**config.mk**
```make
export PLATFORM = sky130hd
export DESIGN_NAME = rra_cell
export DESIGN_NICKNAME = d
export VERILOG_FILES = /design/src/rra_pkg.sv /design/src/rra_cell.sv
export SDC_FILE = /design/constraint.sdc
export NUM_CORES = 1
export LEC_CHECK = 0
export BUFFER_PORTS_ARGS = -buffer_cell sky130_fd_sc_hd__clkbuf_2
export CORE_MARGIN = 3
export CORE_UTILIZATION = 49
export DETAILED_ROUTE_END_ITERATION = 6
export PLACE_DENSITY = 0.8
export SYNTH_ARGS = -nofsm -noshare
export SYNTH_HDL_FRONTEND = slang
export SYNTH_SLANG_ARGS = --single-unit
```
**constraint.sdc**
```tcl
create_clock -name i_clk -period 5 [get_ports i_clk]
set_input_delay 0.5 -clock i_clk [delete_from_list [all_inputs] [get_ports i_clk]]
set_output_delay 0.5 -clock i_clk [all_outputs]
set_load 0.005 [all_outputs]
```
**src/rra_pkg.sv**
```systemverilog
// ============================================================================
// rra_pkg
// Shared types, register codes and reset values of the ring resource arbiter.
// ============================================================================
package rra_pkg;

    // default parameter values
    localparam int MAX_RING_DEF  = 16;
    localparam int TIME_BITS_DEF = 32;

    // result limit per item
    localparam int MAX_RESULTS = 16;

    // field widths
    localparam int REQ_W      = 2;
    localparam int WHO_W      = 4;
    localparam int IDX_OUT_W  = 4;
    localparam int RES_TIME_W = 32;
    localparam int COOL_W     = 16;
    localparam int BURN_W     = 20;
    localparam int RING_W     = 5;
    localparam int COMP_W     = 8;

    // configuration port
    localparam int CFG_IDX_W  = 3;
    localparam int CFG_DATA_W = 20;

    localparam logic [CFG_IDX_W-1:0] CFG_SCHED_MODE  = 3'd0;
    localparam logic [CFG_IDX_W-1:0] CFG_COOLDOWN    = 3'd1;
    localparam logic [CFG_IDX_W-1:0] CFG_BURNOUT     = 3'd2;
    localparam logic [CFG_IDX_W-1:0] CFG_RING_SIZE   = 3'd3;
    localparam logic [CFG_IDX_W-1:0] CFG_COMP_LIMIT  = 3'd4;

    // register reset values
    localparam logic              RST_SCHED_MODE = 1'b0;
    localparam logic [COOL_W-1:0] RST_COOLDOWN   = 16'd0;
    localparam logic [BURN_W-1:0] RST_BURNOUT    = 20'd800;
    localparam logic [RING_W-1:0] RST_RING_SIZE  = 5'd5;
    localparam logic [COMP_W-1:0] RST_COMP_LIMIT = 8'd255;

    // item kinds
    localparam logic [REQ_W-1:0] REQ_TICK    = 2'd0;
    localparam logic [REQ_W-1:0] REQ_ACQUIRE = 2'd1;
    localparam logic [REQ_W-1:0] REQ_RELEASE = 2'd2;

    typedef struct packed {
        logic [REQ_W-1:0] req_type;
        logic [WHO_W-1:0] requester_index;
    } t_cmd;

    typedef struct packed {
        logic [IDX_OUT_W-1:0]  granted_index;
        logic [RES_TIME_W-1:0] grant_time;
        logic                  is_last;
    } t_result;

    // status a cell shows its neighbors
    typedef struct packed {
        logic waiting;
        logic holding;
        logic cooled;
    } t_cell_stat;

    // per-cell strobes from the controller
    typedef struct packed {
        logic req;
        logic rel;
        logic free;
        logic take;
        logic single;
        logic grant_en;
        logic is_end;
    } t_cell_ctl;

endpackage

```
**src/rra_cell.sv**
```systemverilog
// ============================================================================
// rra_cell
// One requester of the ring with the resource on its left side. Evaluates the
// grant while it holds the scan token, then hands the token to the next cell.
// ============================================================================
module rra_cell import rra_pkg::*; #(
    parameter int TIME_BITS = TIME_BITS_DEF
) (
    input  logic                 i_clk,
    input  logic                 i_rst_n,
    input  t_cell_ctl            i_ctl,
    input  logic                 i_token,
    output logic                 o_token,
    input  logic                 i_sched_mode,
    input  logic [BURN_W-1:0]    i_burnout,
    input  logic [COMP_W-1:0]    i_comp_limit,
    input  logic [TIME_BITS-1:0] i_tick,
    input  logic [TIME_BITS-1:0] i_until,
    input  t_cell_stat           i_left_stat,
    input  t_cell_stat           i_right_stat,
    input  logic [TIME_BITS-1:0] i_left_key,
    input  logic [TIME_BITS-1:0] i_right_key,
    output t_cell_stat           o_stat,
    output logic [TIME_BITS-1:0] o_key,
    output logic                 o_grant
);

    localparam int SUM_W = ((TIME_BITS > BURN_W) ? TIME_BITS : BURN_W) + 1;
    localparam logic [TIME_BITS-1:0] TIME_MAX = '1;

    logic                 r_token;
    logic                 r_waiting;
    logic                 r_holding;
    logic                 r_busy;
    logic [TIME_BITS-1:0] r_req_stamp;
    logic [TIME_BITS-1:0] r_grant_stamp;
    logic [TIME_BITS-1:0] r_free_at;
    logic [COMP_W-1:0]    r_count;

    logic [SUM_W-1:0]     dl_sum;
    logic [TIME_BITS-1:0] dl_key;
    logic                 cooled;
    logic                 beat_l;
    logic                 beat_r;
    logic                 acq_ok;

    // deadline key saturates at the top of the time range
    assign dl_sum = SUM_W'(r_grant_stamp) + SUM_W'(i_burnout);
    assign dl_key = (dl_sum > SUM_W'(TIME_MAX)) ? TIME_MAX : dl_sum[TIME_BITS-1:0];
    assign o_key  = i_sched_mode ? dl_key : r_req_stamp;

    assign cooled = !r_busy && (i_tick >= r_free_at);
    assign beat_l = i_left_stat.waiting && (i_left_key < o_key);
    assign beat_r = i_right_stat.waiting && (i_right_key < o_key);

    assign o_grant = r_token && r_waiting && i_ctl.grant_en && cooled &&
                     i_right_stat.cooled && (i_ctl.single || (!beat_l && !beat_r));

    assign o_token = r_token && !i_ctl.is_end;
    assign o_stat  = '{waiting: r_waiting, holding: r_holding, cooled: cooled};

    assign acq_ok = i_ctl.req && !r_waiting && !r_holding && (r_count < i_comp_limit);

    always_ff @(posedge i_clk) begin
        if (!i_rst_n) begin
            r_token       <= 1'b0;
            r_waiting     <= 1'b0;
            r_holding     <= 1'b0;
            r_busy        <= 1'b0;
            r_grant_stamp <= '0;
            r_free_at     <= '0;
            r_count       <= '0;
        end else begin
            r_token <= i_token;
            if (acq_ok) begin
                r_waiting <= 1'b1;
            end else if (o_grant) begin
                r_waiting <= 1'b0;
            end
            // release is only strobed when this requester holds
            if (i_ctl.rel) begin
                r_holding <= 1'b0;
                if (r_count != '1) begin
                    r_count <= r_count + 1'b1;
                end
            end else if (o_grant) begin
                r_holding <= 1'b1;
            end
            if (i_ctl.free) begin
                r_busy    <= 1'b0;
                r_free_at <= i_until;
            end else if (o_grant || i_ctl.take) begin
                r_busy <= 1'b1;
            end
            if (o_grant) begin
                r_grant_stamp <= i_tick;
            end
        end
    end

    always_ff @(posedge i_clk) begin
        if (acq_ok) begin
            r_req_stamp <= i_tick;
        end
    end

endmodule

```
==> flow_summary.toml <==
[clock_tree]
root_buffer = "clkbuf_16"
clk_pin_slew_ns = 0.08
clk_latency_ns = 0.34
numCtsBuffers = 9
tritoncts = "yes"
clkSinkCount = 108
ctsHoldBuffers = 0
h-tree-depth = 3
cts_buffer_depth = 2

[timing]
fin_crit_sh_pct = 108
slew_violations = 0
fin_ws_ns = -0.383
min_period_ns = 5.38
rsz0062_at_grt = "true"
clock_skew_ns = 0.00965
slew_headroom_pct = 23.5
setup_viol = 36
max_freq_mhz = 186
tightest_slew_ns = 1.14
hold-worst-slack_ns = 0.370
fin_tns_setup_ns = -9.12
hold_violations = 0

[placed_design]
dp_hpwl_mm = 18.6
place.gp.congestion = 0.959
portBuffers = 206

[drt]
drt_first_pass_iters = 5
drc = 0
drt.antenna.violating_nets = 0
wl_per_cell_um = 17.2
drtIter0Drc = 493
vias_per_cell = 5.43
vias = 7515
wl_mm = 23.9

[synthesis]
synth_cells = 872
ys_warn_count = 0
syn_nets = 1166
muxShareOfSynthArea_pct = 8.69
synth_xor_area_share_pct = 3.19
synth_fa_ha_area_share_pct = 19.1
async_flop_share_pct = 0
synth_edf_count = 32
ys_seq_area_share_pct = 31.2
synthDistinctLibCells = 65
synth_top_family_by_area = "adder cells"
netlist_area_um2 = 7960
synth_compound_area_share_pct = 15.9
synthFlopType = "dfxtp_1"
yosys.area_share.simple_pct = 16.3
synth_seq_cells = 108
syn_avg_cell_area_um2 = 9.13

[floorplanning]
die_h_um = 133
core_area_um2 = 15500
rows = 45
start_util_pct = 51.2
fp.dieArea_um2 = 17800
pin_count = 210
die_x_um = 133

[worst_setup_path]
critPathRequiredTime_ns = 5.26
cp-start-kind = "flip-flop"
end_kind = "flip-flop"
r2r_setup_slack_ns = -0.38
crit_fanout = 6
cp_data_arrival_time_ns = 5.64
crit_type = "reg2reg"

[power]
clkPwrFrac_pct = 32.1
power_switching_mw = 0.646
pwr-share-comb_pct = 25.2
ir_drop_mv = 0.213
p_leak_nw = 5.19
seq_power_share_pct = 42.7
power_density_nw_per_um2 = 211
internal_power_mw = 1.62
swShare_pct = 28.5
power_mw = 2.27

[run_status]
status = "finished, violations left"
violations = "negative setup slack"

[global_route]
antenna_found_initial = 0
grt_pass1_vias = 7367
overflow = 0
grt_max_degree = 56
grt_usage_pct = 25.1
grt_pass1_wl_mm = 36.2

[flow_run]
drv_cap = 0

[finish]
antenna_cells = 0
fillers = 1187
fin_nets = 1463
area_growth_pct = 34.6
drive_above_1_share_pct = 34.5

[hold_path]
hold_path_class = "in2reg"
==> cell type report <==
class	count	area, um2	share of cell area (%)
Clock inverter	7	85.1	0.794
Inverter	71	267	2.49
Timing Repair Buffer	317	1980	18.5
Tap cell	211	264	2.46
Clock buffer	9	225	2.10
Sequential cell	108	2480	23.2
Multi-Input combinational cell	662	5410	50.5
==> registers in the layout (all words and copies together), names as in the netlist <==
register and count:
r_busy 1, r_count 8, r_free_at 32, r_grant_stamp 32, r_holding 1, r_req_stamp 32
r_token 1, r_waiting 1
==> metrics by stage <==
step | worst slack (ns) | cell area [um2] | util (%) | instances
finish | -0.383 | 10700 | 69.0 | 1385
global route | -0.602 | 10700 | 69.0 | 1385
CTS | -0.248 | 10300 | 66.1 | 1366
global placement | -0.371 | 9730 | 62.6 | 1344
detailed placement | -0.448 | 9730 | 62.6 | 1344
floorplan | 0.0349 | 7960 | - | 872
==> timing repair <==
item / CTS / global route
setup endpoints to repair: 36 / 36
buffers inserted: 6 / 16
resized for setup: 39 / 51
pin swaps: 19 / 25
gates cloned: 0 / 3
==> cells by family after synthesis <==
group,after synthesis
AOI/OAI and AO/OA,187
xor gates and xnor gates,29
adders and majority gates,121
buffers and inverters,102
DFF,108
muxes,69
and+or+nand+nor,256
==> worst max-delay path, stage by stage (launching register included) <==
cell and delay, ns:
dfxtp_2 0.35, ha_4 0.20, a21o_1 0.16, a21o_1 0.18
a2111o_1 0.45, o211ai_1 0.28, a31oi_1 0.18, nor2b_4 0.18
nand2_1 0.11, xor2_1 0.09, a21o_1 0.26, ha_1 0.33
nand4_1 0.22, nor4_4 0.37, buf_4 0.19, o2111ai_4 0.10
nor2_1 0.12, nand2_1 0.07, a31oi_2 0.17, and4b_2 0.35
buf_4 0.14, buf_6 0.08, buf_6 0.09, buf_12 0.13
buf_4 0.12, clkbuf_16 0.14, mux2i_1 0.22
==> power by group through the flow <==
stage / logic, mW / registers, mW / clock network (mW)
after floorplan: 0.289 / 0.978 / 0
after global placement: 0.501 / 0.984 / 0
after detailed placement: 0.520 / 0.986 / 0
after CTS: 0.538 / 0.966 / 0.742
after global routing: 0.636 / 0.970 / 0.788
final: 0.572 / 0.967 / 0.727
==> cell usage after synthesis (4+ instances only) <==
cell type | count | area (um2)
nor3_1 | 9 | 45.0
o21a_1 | 8 | 60.1
dfxtp_1 | 76 | 1520
a211oi_1 | 7 | 52.6
nand2b_1 | 7 | 43.8
o21ai_0 | 21 | 105
clkbuf_1 | 22 | 82.6
o22a_1 | 12 | 105
a31oi_1 | 15 | 93.8
or3_1 | 4 | 25.0
and3_1 | 6 | 37.5
nand4_1 | 24 | 150
nand2_1 | 92 | 345
a21oi_1 | 47 | 235
o2111ai_1 | 5 | 43.8
o211ai_1 | 4 | 30.0
nor2_1 | 33 | 124
mux2i_1 | 68 | 681
a21o_1 | 33 | 248
edfxtp_1 | 32 | 961
inv_1 | 71 | 267
nand3_1 | 14 | 70.1
ha_1 | 120 | 1500
o22ai_1 | 6 | 37.5
a21boi_0 | 4 | 30.0
and2_1 | 8 | 50.1
nor2b_1 | 41 | 257
xnor2_1 | 18 | 158
xor2_1 | 11 | 96.3
==> metal layers <==
metal	vias up	global-route usage, %	routed length [um]	part of all wire, %
met5	-	0	0	0
met4	0	7.77	626	2.6
met3	46	4.57	1540	6.5
met2	270	42.6	11500	48
met1	3452	32.5	10200	43
li1	3747	-	-	-
==> layout by cell type (no fill, tap or decap), types with 4 or more instances in the layout <==
cell / n
clkbuf_2: 205
ha_1: 112
buf_4: 101
nand2_1: 90
dfxtp_1: 74
inv_1: 68
mux2i_1: 67
nor2b_1: 40
a21oi_1: 37
a21o_1: 33
edfxtp_1: 32
nor2_1: 29
nand4_1: 24
o21ai_0: 16
xnor2_1: 15
nand3_1: 14
o22a_1: 12
a31oi_1: 12
clkbuf_16: 12
xor2_1: 11
a21oi_2: 9
o21a_1: 8
and2_1: 8
nand2b_1: 7
nor3_1: 7
ha_4: 7
and3_1: 5
o21ai_1: 5
a211oi_1: 5
or3_1: 4
o211ai_1: 4
buf_12: 4
==> worst paths after layout <==
kind,startpoint,end,depth (start not counted)
worst max-delay path,r_grant_stamp[6]$_SDFFE_PN0P_,r_grant_stamp[11]$_SDFFE_PN0P_,26
worst min-delay path,i_tick[21],r_req_stamp[21]$_DFFE_PP_,1
worst max register to register,r_grant_stamp[6]$_SDFFE_PN0P_,r_grant_stamp[11]$_SDFFE_PN0P_,26
worst min register to register,r_grant_stamp[14]$_SDFFE_PN0P_,r_grant_stamp[14]$_SDFFE_PN0P_,2
Note: power is estimated with default switching activity, not from simulation.
